==> src/irs_pkg.sv <==
// Shared types and constants for the interlaced row shift block.
// Used by the control, output stage and top modules and by the testbench; depends on nothing else.
`default_nettype none

package irs_pkg;

    // Line store geometry.
    localparam int MAX_WIDTH  = 4096;
    localparam int ADDR_W     = $clog2(MAX_WIDTH);
    localparam int COL_W      = $clog2(MAX_WIDTH + 1);
    localparam int MEM_DEPTH  = 2 * MAX_WIDTH;

    // Pixel and register widths.
    localparam int COMP_W     = 16;
    localparam int PIX_W      = 4 * COMP_W;
    localparam int LW_W       = 13;
    localparam int OFF_W      = 14;
    localparam int CFG_IDX_W  = 3;
    localparam int CFG_DATA_W = 14;

    // Width used to compare the programmed line width against the maximum.
    localparam int WW     = (COL_W > LW_W) ? COL_W : LW_W;
    // Signed width of the source column computation.
    localparam int SRC_W  = ((COL_W > OFF_W) ? COL_W : OFF_W) + 2;

    // Output queue geometry.
    localparam int OUTQ_DEPTH = 4;
    localparam int OUTQ_AW    = $clog2(OUTQ_DEPTH);
    localparam int OUTQ_CW    = $clog2(OUTQ_DEPTH + 1);

    // Fill values for chroma.
    localparam logic [COMP_W-1:0] FILL_HALF_8  = 16'h0080;
    localparam logic [COMP_W-1:0] FILL_HALF_16 = 16'h8000;
    localparam logic [COMP_W-1:0] FILL_ZERO    = 16'h0000;

    // Register indexes on the configuration port.
    typedef enum logic [CFG_IDX_W-1:0] {
        CFG_LINE_WIDTH   = 3'd0,
        CFG_OFFSET_EVEN  = 3'd1,
        CFG_OFFSET_ODD   = 3'd2,
        CFG_IS_YUV       = 3'd3,
        CFG_HAS_ALPHA    = 3'd4,
        CFG_WIDE_SAMPLES = 3'd5
    } cfg_idx_t;

    // Release request travelling from the control stage to the output stage.
    typedef struct packed {
        logic              valid;
        logic              fill;
        logic [COMP_W-1:0] half;
        logic              alpha_en;
        logic              eor;
    } rel_t;

    // One finished output pixel.
    typedef struct packed {
        logic [COMP_W-1:0] c3;
        logic [COMP_W-1:0] c2;
        logic [COMP_W-1:0] c1;
        logic [COMP_W-1:0] c0;
        logic              eor;
    } opix_t;

endpackage

`default_nettype wire

==> src/irs_outq.sv <==
// Output stage: merges line store read data with fill values and queues
// finished pixels toward the output channel. Depends on irs_pkg.
`default_nettype none

module irs_outq
    import irs_pkg::*;
(
    input  wire logic               clk,
    input  wire logic               rst_n,
    input  wire rel_t               rel,
    input  wire logic [PIX_W-1:0]   rd_data,
    input  wire logic               out_stall,
    output logic                    out_valid,
    output opix_t                   out_pix,
    output logic [OUTQ_CW-1:0]      count
);

    opix_t               entries [OUTQ_DEPTH];
    opix_t               pix;
    logic [OUTQ_AW-1:0]  head_reg, head_next;
    logic [OUTQ_AW-1:0]  tail_reg, tail_next;
    logic [OUTQ_CW-1:0]  count_reg, count_next;
    logic                push;
    logic                pop;

    // Form the output pixel from stored data or fill.
    always_comb
    begin
        if (rel.fill)
        begin
            pix.c0 = FILL_ZERO;
            pix.c1 = rel.half;
            pix.c2 = rel.half;
            pix.c3 = FILL_ZERO;
        end
        else
        begin
            pix.c0 = rd_data[COMP_W-1:0];
            pix.c1 = rd_data[2*COMP_W-1:COMP_W];
            pix.c2 = rd_data[3*COMP_W-1:2*COMP_W];
            pix.c3 = rel.alpha_en ? rd_data[4*COMP_W-1:3*COMP_W] : FILL_ZERO;
        end
        pix.eor = rel.eor;
    end

    // Queue pointers.
    always_comb
    begin
        push       = rel.valid;
        pop        = (count_reg != '0) && !out_stall;
        head_next  = pop  ? head_reg + OUTQ_AW'(1) : head_reg;
        tail_next  = push ? tail_reg + OUTQ_AW'(1) : tail_reg;
        count_next = count_reg + OUTQ_CW'(push) - OUTQ_CW'(pop);
    end

    always_ff @(posedge clk or negedge rst_n)
    begin
        if (!rst_n)
        begin
            head_reg  <= '0;
            tail_reg  <= '0;
            count_reg <= '0;
        end
        else
        begin
            head_reg  <= head_next;
            tail_reg  <= tail_next;
            count_reg <= count_next;
        end
    end

    // Queue storage.
    always_ff @(posedge clk)
    begin
        if (push)
        begin
            entries[tail_reg] <= pix;
        end
    end

    assign out_valid = (count_reg != '0);
    assign out_pix   = entries[head_reg];
    assign count     = count_reg;

endmodule

`default_nettype wire

==> config.mk <==
export PLATFORM = sky130hd
export DESIGN_NAME = irs_outq
export DESIGN_NICKNAME = d
export VERILOG_FILES = /design/src/irs_pkg.sv /design/src/irs_outq.sv
export SDC_FILE = /design/constraint.sdc
export NUM_CORES = 1
export LEC_CHECK = 0
export BUFFER_PORTS_ARGS = -buffer_cell sky130_fd_sc_hd__buf_2
export CAP_MARGIN = 20
export CELL_PAD_IN_SITES_DETAIL_PLACEMENT = 0
export CELL_PAD_IN_SITES_GLOBAL_PLACEMENT = 2
export CORE_ASPECT_RATIO = 0.8
export CORE_UTILIZATION = 46
export CTS_CLUSTER_SIZE = 12
export DETAILED_ROUTE_END_ITERATION = 6
export GPL_ROUTABILITY_DRIVEN = 0
export GPL_TIMING_DRIVEN = 0
export PLACE_DENSITY = 0.86
export SYNTH_ARGS = -nofsm -noshare
export SYNTH_HDL_FRONTEND = slang
export SYNTH_SLANG_ARGS = --single-unit
==> constraint.sdc <==
create_clock -name clk -period 4.6 [get_ports clk]
set_input_delay 0.23 -clock clk [delete_from_list [all_inputs] [get_ports clk]]
set_output_delay 0.23 -clock clk [all_outputs]
set_load 0.02 [all_outputs]
==> impl_metrics.ini <==
[die]
io_pins = 156
coreArea_um2 = 21900
fp-row-count = 48
start_util = 0.475
die_y_um = 136
die-area_um2 = 23200
die_w_um = 170

[drt]
routedWlPerCell_um = 20.3
wl_um = 20400
first_pass_iters = 4
drc = 0
antenna_left = 0
num_vias = 5228
first_iter_violations = 459
viasPerCell = 5.20

[cts]
cts_made_buffers = 28
clock_latency_ns = 0.52
cts.sink_count = 267
cts_max_level = 1
ctsResizeCount = 0
cts_tree = yes
path_clk_slew_ns = 0.06
root_buffer = clkbuf_16
ctsHoldBuffers = 3
post_cts_buffers = 0
clockBufferDepth = 3

[finish]
final_cell_area_um2 = 12500
final_common_cell = edfxtp_1
final_net_count = 781
nFillCells = 1683
final_util = 0.573
area_growth_pct = 20.6
final_cells = 1005
drive_gt1_frac = 0.391
layout_common_cells = 260 x edfxtp_1, 160 x buf_2, 65 x mux4_2
largest_reg_flops = 260
n_antenna_cell = 0

[critical_path]
worstPathRequired_ns = 4.37
critPathLaunchType = flop
cp-end-kind = primary output
path_class = reg2out
cp_max_fo = 10
reg2reg_slack_ns = 2.39
arrival_ns = 2.16

[logic_synthesis]
yosys.area.top_type = edfxtp_1
ys_ff_latch = 267
syn-cell-area_um2 = 10400
ys_types = 21
ys_top_cells_by_area = edfxtp_1 75%, mux4_2 14%, dfrtp_1 1.7%, o21ai_0 1.6%, inv_1 1.4%
syn-num-nets = 590
synth_top_area_frac = 0.752
yosysSeqAreaShare = 0.769
syn_avg_cell_area_um2 = 20.9
yosysWarnings = 0
synth_cells = 496

[global_routing]
grt_pass1_vias = 5464
grt.overflow.total = 0
grt_max_degree = 57
antenna_found_initial = 0
grt_pass1_wl_um = 30900
grtUsageTotal = 0.180

[timing]
tightest_slew_ns = 0.746
skew_ns = 0.0118
setup-tns-final_ns = 0
finalMaxSlewViolations = 0
rsz0062_at_grt = false
finalSetupViolations = 0
post-route-period-util = 0.519
max_freq_mhz = 419
hold_viol_final = 0
slew_headroom = 0.503
min_period_ns = 2.39

[flow_run]
cap_violations = 0

[power]
peakVddDrop_v = 0.000392
p_leak_nw = 4.54
power.density_nw_per_um2 = 645

[placement]
dp.cells = 954
place_hpwl_um = 13100
port_buffers = 154
dpl-instance-area_um2 = 11600

[min_path]
hp-class = in2reg

[status]
status = finished, final reports clean
==> cell usage after synthesis (all sizes together) <==
cell	count
o21ai	33
edfxtp	260
fa	1
mux4	65
nor2b	17
inv	39
xnor2	2
clkbuf	8
buf	15
xor2	3
and2	20
ha	6
nor3b	1
nor2	1
dfrtp	7
nor3	1
nand2	17
==> stage by stage <==
stage          worst slack (ns)  power (mW)  hold WS [ns]
6_report                   2.21        8.08        0.0245
5_1_grt                    2.12        8.45        0.0283
4_1_cts                    2.17        8.22       0.00199
3_5_place_dp               2.40        6.12        0.0766
3_3_place_gp              0.891        6.04        0.0695
2_1_floorplan              2.02        5.21       -0.0656
==> report_power, final <==
part	internal [mW]	switching, mW	total (mW)	leakage [nW]
Combinational	1.12	1.57	2.69	1.63
Clock	1.23	0.844	2.08	0.410
Sequential	3.21	0.114	3.32	2.50
Total	5.56	2.52	8.08	4.54
==> per-layer routing <==
metal / track usage / vias to the layer above / share of wire
li1: - / 2348 / -
met1: 0.250 / 2705 / 0.42
met2: 0.301 / 151 / 0.51
met3: 0.0309 / 24 / 0.051
met4: 0.0415 / 0 / 0.017
met5: 0 / - / 0
==> layout make-up <==
class,count,area [µm²],area share
buffer,23,178,0.0142
inverter,39,146,0.0117
sequential,267,7980,0.637
tap,300,375,0.0300
clock buffer,41,791,0.0631
timing repair buffer,161,903,0.0721
clock inverter,7,58.8,0.00470
multi-input combinational,167,2090,0.167
==> worst paths after layout <==
| check | depth (start not counted) | from | end |
|---|---|---|---|
| worst max register to register | 8 | count[1]$_DFF_PN0_ | count[2]$_DFF_PN0_ |
| worst max-delay path | 4 | head_reg[1]$_DFFE_PN0P_ | out_pix[24] |
| worst min register to register | 1 | tail_reg[0]$_DFFE_PN0P_ | tail_reg[0]$_DFFE_PN0P_ |
| worst min-delay path | 3 | out_stall | head_reg[1]$_DFFE_PN0P_ |
| max in group asynchronous | 2 | rst_n | count[1]$_DFF_PN0_ |
| min in group asynchronous | 2 | rst_n | tail_reg[1]$_DFFE_PN0P_ |
==> cells by family (layout without fill, tap and decap cells) <==
family          count (synthesis)  after routing  share of synthesized area
flops                         267            267                      0.769
mux                            65             65                      0.141
buf+inv                        62            271                     0.0312
simple gates                   57             57                     0.0300
compound gates                 33             33                     0.0159
fa+ha+maj                       7              7                    0.00916
xor+xnor                        5              5                    0.00422
==> critical path, stage by stage (launching register included) <==
cell     delay [ns]
dfrtp_1        0.39
buf_2          0.31
buf_2          0.38
mux4_2         0.38
buf_2          0.18
Note: power is estimated with default switching activity, not from simulation.
