### src/irs_pkg.sv
// Shared types and constants for the interlaced row shift block.
// Used by the control, output stage and top modules and by the testbench; depends on nothing else.
`default_nettype none

package irs_pkg;

    // Line store geometry.
    localparam int MAX_WIDTH  = 4096;
    localparam int ADDR_W     = $clog2(MAX_WIDTH);
    localparam int COL_W      = $clog2(MAX_WIDTH + 1);
    localparam int MEM_DEPTH  = 2 * MAX_WIDTH;

    // Pixel and register widths.
    localparam int COMP_W     = 16;
    localparam int PIX_W      = 4 * COMP_W;
    localparam int LW_W       = 13;
    localparam int OFF_W      = 14;
    localparam int CFG_IDX_W  = 3;
    localparam int CFG_DATA_W = 14;

    // Width used to compare the programmed line width against the maximum.
    localparam int WW     = (COL_W > LW_W) ? COL_W : LW_W;
    // Signed width of the source column computation.
    localparam int SRC_W  = ((COL_W > OFF_W) ? COL_W : OFF_W) + 2;

    // Output queue geometry.
    localparam int OUTQ_DEPTH = 4;
    localparam int OUTQ_AW    = $clog2(OUTQ_DEPTH);
    localparam int OUTQ_CW    = $clog2(OUTQ_DEPTH + 1);

    // Fill values for chroma.
    localparam logic [COMP_W-1:0] FILL_HALF_8  = 16'h0080;
    localparam logic [COMP_W-1:0] FILL_HALF_16 = 16'h8000;
    localparam logic [COMP_W-1:0] FILL_ZERO    = 16'h0000;

    // Register indexes on the configuration port.
    typedef enum logic [CFG_IDX_W-1:0] {
        CFG_LINE_WIDTH   = 3'd0,
        CFG_OFFSET_EVEN  = 3'd1,
        CFG_OFFSET_ODD   = 3'd2,
        CFG_IS_YUV       = 3'd3,
        CFG_HAS_ALPHA    = 3'd4,
        CFG_WIDE_SAMPLES = 3'd5
    } cfg_idx_t;

    // Release request travelling from the control stage to the output stage.
    typedef struct packed {
        logic              valid;
        logic              fill;
        logic [COMP_W-1:0] half;
        logic              alpha_en;
        logic              eor;
    } rel_t;

    // One finished output pixel.
    typedef struct packed {
        logic [COMP_W-1:0] c3;
        logic [COMP_W-1:0] c2;
        logic [COMP_W-1:0] c1;
        logic [COMP_W-1:0] c0;
        logic              eor;
    } opix_t;

endpackage

`default_nettype wire

### src/irs_ctrl.sv
// Control stage: configuration registers, row and column tracking, line store
// addressing and release requests. Depends on irs_pkg.
`default_nettype none

module irs_ctrl
    import irs_pkg::*;
(
    input  wire logic                  clk,
    input  wire logic                  rst_n,
    input  wire logic                  cfg_we,
    input  wire logic [CFG_IDX_W-1:0]  cfg_index,
    input  wire logic [CFG_DATA_W-1:0] cfg_data,
    input  wire logic                  accept,
    input  wire logic                  op,
    input  wire logic                  frame_start,
    output logic                       mem_we,
    output logic [ADDR_W:0]            mem_waddr,
    output logic                       mem_re,
    output logic [ADDR_W:0]            mem_raddr,
    output rel_t                       rel_reg
);

    logic [LW_W-1:0]         line_width_reg;
    logic signed [OFF_W-1:0] offset_even_reg;
    logic signed [OFF_W-1:0] offset_odd_reg;
    logic                    is_yuv_reg;
    logic                    has_alpha_reg;
    logic                    wide_samples_reg;

    logic [COL_W-1:0] col_reg, col_next;
    logic             odd_reg, odd_next;
    logic             bank_reg, bank_next;
    logic             pend_reg, pend_next;
    logic [COL_W-1:0] dcol_reg, dcol_next;
    rel_t             rel_next;

    logic [WW-1:0]           lw_wide;
    logic [COL_W-1:0]        w;
    logic signed [OFF_W-1:0] off;
    logic signed [SRC_W-1:0] src;
    logic                    in_range;
    logic [COL_W-1:0]        dcol_inc;
    logic [COL_W-1:0]        wcol;
    logic [COL_W-1:0]        col_inc;
    logic                    release_en;
    logic                    odd_base;

    // Configuration writes.
    always_ff @(posedge clk or negedge rst_n)
    begin
        if (!rst_n)
        begin
            line_width_reg   <= LW_W'(1920);
            offset_even_reg  <= '0;
            offset_odd_reg   <= '0;
            is_yuv_reg       <= 1'b0;
            has_alpha_reg    <= 1'b0;
            wide_samples_reg <= 1'b0;
        end
        else if (cfg_we)
        begin
            unique case (cfg_idx_t'(cfg_index))
                CFG_LINE_WIDTH:   line_width_reg   <= cfg_data[LW_W-1:0];
                CFG_OFFSET_EVEN:  offset_even_reg  <= $signed(cfg_data[OFF_W-1:0]);
                CFG_OFFSET_ODD:   offset_odd_reg   <= $signed(cfg_data[OFF_W-1:0]);
                CFG_IS_YUV:       is_yuv_reg       <= cfg_data[0];
                CFG_HAS_ALPHA:    has_alpha_reg    <= cfg_data[0];
                CFG_WIDE_SAMPLES: wide_samples_reg <= cfg_data[0];
                default:          ;
            endcase
        end
    end

    // Effective width: zero acts as one, anything above the maximum is clamped.
    always_comb
    begin
        lw_wide = WW'(line_width_reg);
        if (lw_wide == '0)
        begin
            w = COL_W'(1);
        end
        else if (lw_wide > WW'(MAX_WIDTH))
        begin
            w = COL_W'(MAX_WIDTH);
        end
        else
        begin
            w = COL_W'(lw_wide);
        end
    end

    // Source column of the pending row; that row has the other parity.
    always_comb
    begin
        off      = odd_reg ? offset_even_reg : offset_odd_reg;
        src      = SRC_W'($signed({1'b0, dcol_reg})) - SRC_W'(off);
        in_range = !src[SRC_W-1] && (src[SRC_W-2:0] < (SRC_W-1)'(w));
        dcol_inc = dcol_reg + COL_W'(1);
    end

    // Next state for an accepted request.
    always_comb
    begin
        col_next   = col_reg;
        odd_next   = odd_reg;
        bank_next  = bank_reg;
        pend_next  = pend_reg;
        dcol_next  = dcol_reg;
        release_en = 1'b0;
        mem_we     = 1'b0;
        odd_base   = odd_reg;
        wcol       = '0;
        col_inc    = '0;

        if (accept)
        begin
            if (op)
            begin
                // Drain request: release one pixel of the pending row if any.
                if (pend_reg && (dcol_reg < w))
                begin
                    release_en = 1'b1;
                    dcol_next  = dcol_inc;
                    if (dcol_inc >= w)
                    begin
                        pend_next = 1'b0;
                    end
                end
                else
                begin
                    pend_next = 1'b0;
                end
            end
            else
            begin
                // Pixel request: frame start drops the pending row and the partial row first.
                if (frame_start)
                begin
                    odd_base  = 1'b0;
                    pend_next = 1'b0;
                    dcol_next = '0;
                end
                else if (pend_reg)
                begin
                    if (dcol_reg < w)
                    begin
                        release_en = 1'b1;
                        dcol_next  = dcol_inc;
                        if (dcol_inc >= w)
                        begin
                            pend_next = 1'b0;
                        end
                    end
                    else
                    begin
                        pend_next = 1'b0;
                    end
                end

                // Store the pixel, clamping the column to the current width.
                if (frame_start)
                begin
                    wcol = '0;
                end
                else if (col_reg >= w)
                begin
                    wcol = w - COL_W'(1);
                end
                else
                begin
                    wcol = col_reg;
                end
                mem_we  = 1'b1;
                col_inc = wcol + COL_W'(1);
                odd_next = odd_base;

                // Row complete: swap banks and make this row pending.
                if (col_inc >= w)
                begin
                    col_next  = '0;
                    bank_next = ~bank_reg;
                    odd_next  = ~odd_base;
                    pend_next = 1'b1;
                    dcol_next = '0;
                end
                else
                begin
                    col_next = col_inc;
                end
            end
        end
    end

    // Store addressing: writes go to the current bank, reads to the other.
    always_comb
    begin
        mem_waddr = {bank_reg, wcol[ADDR_W-1:0]};
        mem_re    = release_en && in_range;
        mem_raddr = {~bank_reg, src[ADDR_W-1:0]};
    end

    // Release request, registered on its way to the output stage.
    always_comb
    begin
        rel_next.valid    = release_en;
        rel_next.fill     = !in_range;
        rel_next.half     = !is_yuv_reg ? FILL_ZERO
                          : (wide_samples_reg ? FILL_HALF_16 : FILL_HALF_8);
        rel_next.alpha_en = has_alpha_reg;
        rel_next.eor      = (dcol_inc >= w);
    end

    // Row state and release request registers.
    always_ff @(posedge clk or negedge rst_n)
    begin
        if (!rst_n)
        begin
            col_reg  <= '0;
            odd_reg  <= 1'b0;
            bank_reg <= 1'b0;
            pend_reg <= 1'b0;
            dcol_reg <= '0;
            rel_reg  <= '0;
        end
        else
        begin
            col_reg  <= col_next;
            odd_reg  <= odd_next;
            bank_reg <= bank_next;
            pend_reg <= pend_next;
            dcol_reg <= dcol_next;
            rel_reg  <= rel_next;
        end
    end

endmodule

`default_nettype wire

### config.mk
export PLATFORM = sky130hd
export DESIGN_NAME = irs_ctrl
export DESIGN_NICKNAME = d
export VERILOG_FILES = /design/src/irs_pkg.sv /design/src/irs_ctrl.sv
export SDC_FILE = /design/constraint.sdc
export NUM_CORES = 1
export LEC_CHECK = 0
export BUFFER_PORTS_ARGS = -buffer_cell sky130_fd_sc_hd__buf_2
export CAP_MARGIN = 20
export CORE_AREA = 2 2 166 168
export DETAILED_ROUTE_END_ITERATION = 10
export DIE_AREA = 0 0 168 170
export PLACE_DENSITY = 0.42
export SETUP_SLACK_MARGIN = 0.2
export SLEW_MARGIN = 20
export SYNTH_ARGS = -nofsm -noshare
export SYNTH_HDL_FRONTEND = slang
export SYNTH_SLANG_ARGS = --single-unit
### constraint.sdc
create_clock -name clk -period 15.2 [get_ports clk]
set_input_delay 3.04 -clock clk [delete_from_list [all_inputs] [get_ports clk]]
set_output_delay 3.04 -clock clk [all_outputs]
set_load 0.01 [all_outputs]
==> run_results.csv <==
group,metric,value,unit
status,status,"finished, final reports clean",
clock_tree,clock-sinks,79,
clock_tree,clk_latency,0.34,ns
timing,finalSetupTns,0,ns
flow_run,max_cap_violations,0,
timing,rsz0062_at_grt,"no",
worst_hold_path,min_to,"rel_reg[1]",
global_route,grt_usage,14.60,%
synth,avgSynthCellArea,9.598,µm²
finish,postLayoutCoreUtil,28.28,%
timing,setup_viol,0,
clock_tree,cts_made_buffers,9,
timing,worstMarginPinSlew,1.026,ns
worst_hold_path,whs_path_depth,0,
routing,drt_iter0_markers,236,
timing,finalHoldViolCount,0,
timing,min_period,8.456,ns
worst_setup_path,critPathKind,"flop to output pin",
finish,diodes,0,
placement,dp_hpwl,15.52,mm
finish,design_area,7536,µm²
clock_tree,htree_levels,3,
worst_setup_path,critPathRequiredTime,12.16,ns
worst_hold_path,hold_start,"has_alpha_reg",
routing,wire_per_inst,18.68,µm
finish,final_common_cell,"ha_1",
global_route,first_global_vias,5216,
clock_tree,hold_buffers,0,
worst_setup_path,cp_max_fo,17,
routing,drtAntennaViolNets,0,
finish,syn_to_final_growth,14.79,%
synth,synth_cells,684,
synth,synth_enable_flop_cells,0,
die,rows,60,
synth,yosysUniqueCellTypes,80,
timing,slew_viol_final,0,
worst_setup_path,rrSetupSlack,8.11,ns
worst_setup_path,cp.arrival,5.42,ns
worst_setup_path,timing.rr.end,"dcol_reg[7]",
worst_setup_path,cp_common_cell,"a21o_1",
pwr,ir_drop,0.00006738,V
routing,vias,5310,
clock_tree,cts_root_buf,"clkbuf_16",
routing,firstDrtPassIters,5,
worst_setup_path,reg2reg_from,"line_width_reg[12]",
routing,drc,0,
die,dieWidth,168,µm
routing,wl,20.20,mm
synth,yosysSeqAreaShare,30.19,%
global_route,grt_start_max_net_pins,64,
die,start_util,24.63,%
global_route,grt_pass1_wl,31.64,mm
finish,layout_common_cells,"80 x ha_1, 75 x dfrtp_1, 55 x buf_2",
global_route,antenna_found_initial,0,
placement,post_dp_cell_area,7212,µm²
timing,slew_headroom,31.47,%
timing,min_period_over_period,55.63,%
die,fp.dieH,170,µm
finish,nNetsFinal,839,
pwr,power_density,159.8,nW/µm²
clock_tree,post_cts_buffers,0,
synth,synth-seq-cells,79,
synth,syn_area,6565,µm²
synth,synth_flop_cell,"dfrtp_1",
clock_tree,post_cts_resized,0,
worst_setup_path,slowest_stage,"dfrtp_1",
worst_setup_path,end_kind,"output pin",
clock_tree,cts_max_path_buffers,2,
synth,yosys_warnings,0,
timing,worst_slack,6.744,ns
global_route,gr-total-overflow,0,
timing,hold_ws,0.3768,ns
timing,fmax,0.1183,GHz
die,core-area,26650,µm²
placement,gp_congestion,0.7975,
synth,async_flop_share,100.0,%
worst_setup_path,max_stage_delay,0.91,ns
worst_setup_path,crit_chain,"mux2_2, ha_1, inv_1, fa_1, a21o_1, a21oi_1, o21bai_1, a31oi_1, o21bai_1, xor2_1, ha_1, a21o_1, a21o_1, a211o_1, a211oi_1, nand2_1, a221oi_1, o221ai_1, a211oi_1, buf_2",
placement,post-place-ws,7.065,ns
finish,drive_gt1_share,20.54,%
worst_hold_path,hold_class,"flop to flop",
timing,skew,0.01111,ns
clock_tree,cts_tree,"built",
worst_setup_path,cp-start-kind,"flop",
die,dieArea,28560,µm²
die,boundaryPins,71,
placement,io_buffers,56,
routing,via_per_inst,4.912,
clock_tree,path_clk_slew,0.07,ns
pwr,p_leak,3.475,nW
worst_setup_path,reg2regPathDepth,23,
==> layout make-up <==
cell class                      count  area, µm²
Clock buffer                       11      242.7
Clock inverter                      5      81.33
Fill cell                        2823      19110
Inverter                           25      93.84
Multi-Input combinational cell    557       4374
Sequential cell                    79       1982
Tap cell                          341      426.7
Timing Repair Buffer               63      335.3
==> logic make-up (layout without fill, tap and decap cells) <==
logic type	Yosys count	after routing	synth area share (%)
buf+inv	61	104	4.479
compound gates	153	153	16.49
xor+xnor	39	39	5.317
other cells	1	14	0.05712
mux	67	67	11.19
simple gates	203	203	16.73
fa+ha+maj	81	81	15.55
flops	79	79	30.19
==> cells in the mapped netlist (3+ instances only) <==
| library cell | instances | area [µm²] |
|---|---|---|
| o2111ai_1 | 3 | 26.28 |
| a211oi_1 | 11 | 82.58 |
| a21oi_1 | 25 | 125.1 |
| clkbuf_1 | 16 | 60.06 |
| dfrtp_1 | 75 | 1877 |
| mux2_2 | 44 | 495.5 |
| buf_4 | 16 | 120.1 |
| o21a_1 | 5 | 37.54 |
| o31ai_1 | 4 | 30.03 |
| and3_1 | 5 | 31.28 |
| nand4_1 | 10 | 62.56 |
| buf_2 | 4 | 20.02 |
| and2_1 | 10 | 62.56 |
| inv_1 | 25 | 93.84 |
| nor2b_1 | 13 | 81.33 |
| nand4b_1 | 3 | 26.28 |
| xnor2_1 | 24 | 210.2 |
| a211o_1 | 3 | 26.28 |
| nand2b_1 | 6 | 37.54 |
| o21ai_0 | 32 | 160.2 |
| ha_1 | 80 | 1001 |
| a41o_1 | 5 | 50.05 |
| o311ai_0 | 3 | 26.28 |
| a22o_1 | 9 | 78.83 |
| nor2_1 | 47 | 176.4 |
| dfstp_2 | 4 | 105.1 |
| o211a_1 | 3 | 30.03 |
| a21o_1 | 13 | 97.59 |
| nand2_1 | 46 | 172.7 |
| xor2_1 | 14 | 122.6 |
| or2_2 | 4 | 25.02 |
| nand3_1 | 16 | 80.08 |
| nor3b_1 | 3 | 22.52 |
| mux2i_1 | 21 | 210.2 |
| or3_1 | 5 | 31.28 |
| nor3_1 | 14 | 70.07 |
| o21bai_1 | 4 | 30.03 |
| a31oi_1 | 9 | 56.30 |
==> per-layer routing <==
| metal | vias to the layer above | share of wire (%) | track usage, % |
|---|---|---|---|
| met5 | - | 0 | 0 |
| li1 | 2601 | - | - |
| met3 | 19 | 3.9 | 2.326 |
| met4 | 0 | 1.8 | 4.802 |
| met2 | 108 | 43 | 22.30 |
| met1 | 2582 | 51 | 20.94 |
==> through the flow <==
step	power [mW]	std cells
3_5_place_dp	0.9666	1065
5_1_grt	1.317	1081
4_1_cts	1.220	1081
3_3_place_gp	0.9681	1065
2_1_floorplan	0.7622	697
6_report	1.204	1081
==> report_power, final <==
part	switching, mW	internal (mW)
clock	0.0947	0.149
sequential	0.0543	0.258
combinational	0.381	0.267
==> worst max-delay path by stage <==
stage               startpoint     end  slack, ns
finish                 odd_reg  mem_re       6.74
global route           odd_reg  mem_re       6.28
CTS                    odd_reg  mem_re       6.67
detailed placement     odd_reg  mem_re       7.06
global placement       odd_reg  mem_re       7.12
floorplan              odd_reg  mem_re       7.51
==> worst max-delay path: cells and delay by family (launching register included) <==
| family | cells | cell delay (ns) |
|---|---|---|
| adder cells (fa/ha/maj) | 3 | 0.87 |
| AO/OA/AOI/OAI | 12 | 2.50 |
| AND/OR/NAND/NOR | 1 | 0.08 |
| flip-flops | 1 | 0.91 |
| XOR/XNOR | 1 | 0.16 |
| multiplexers | 1 | 0.31 |
| buffers and inverters | 2 | 0.24 |
(Power assumes the default switching activity.)
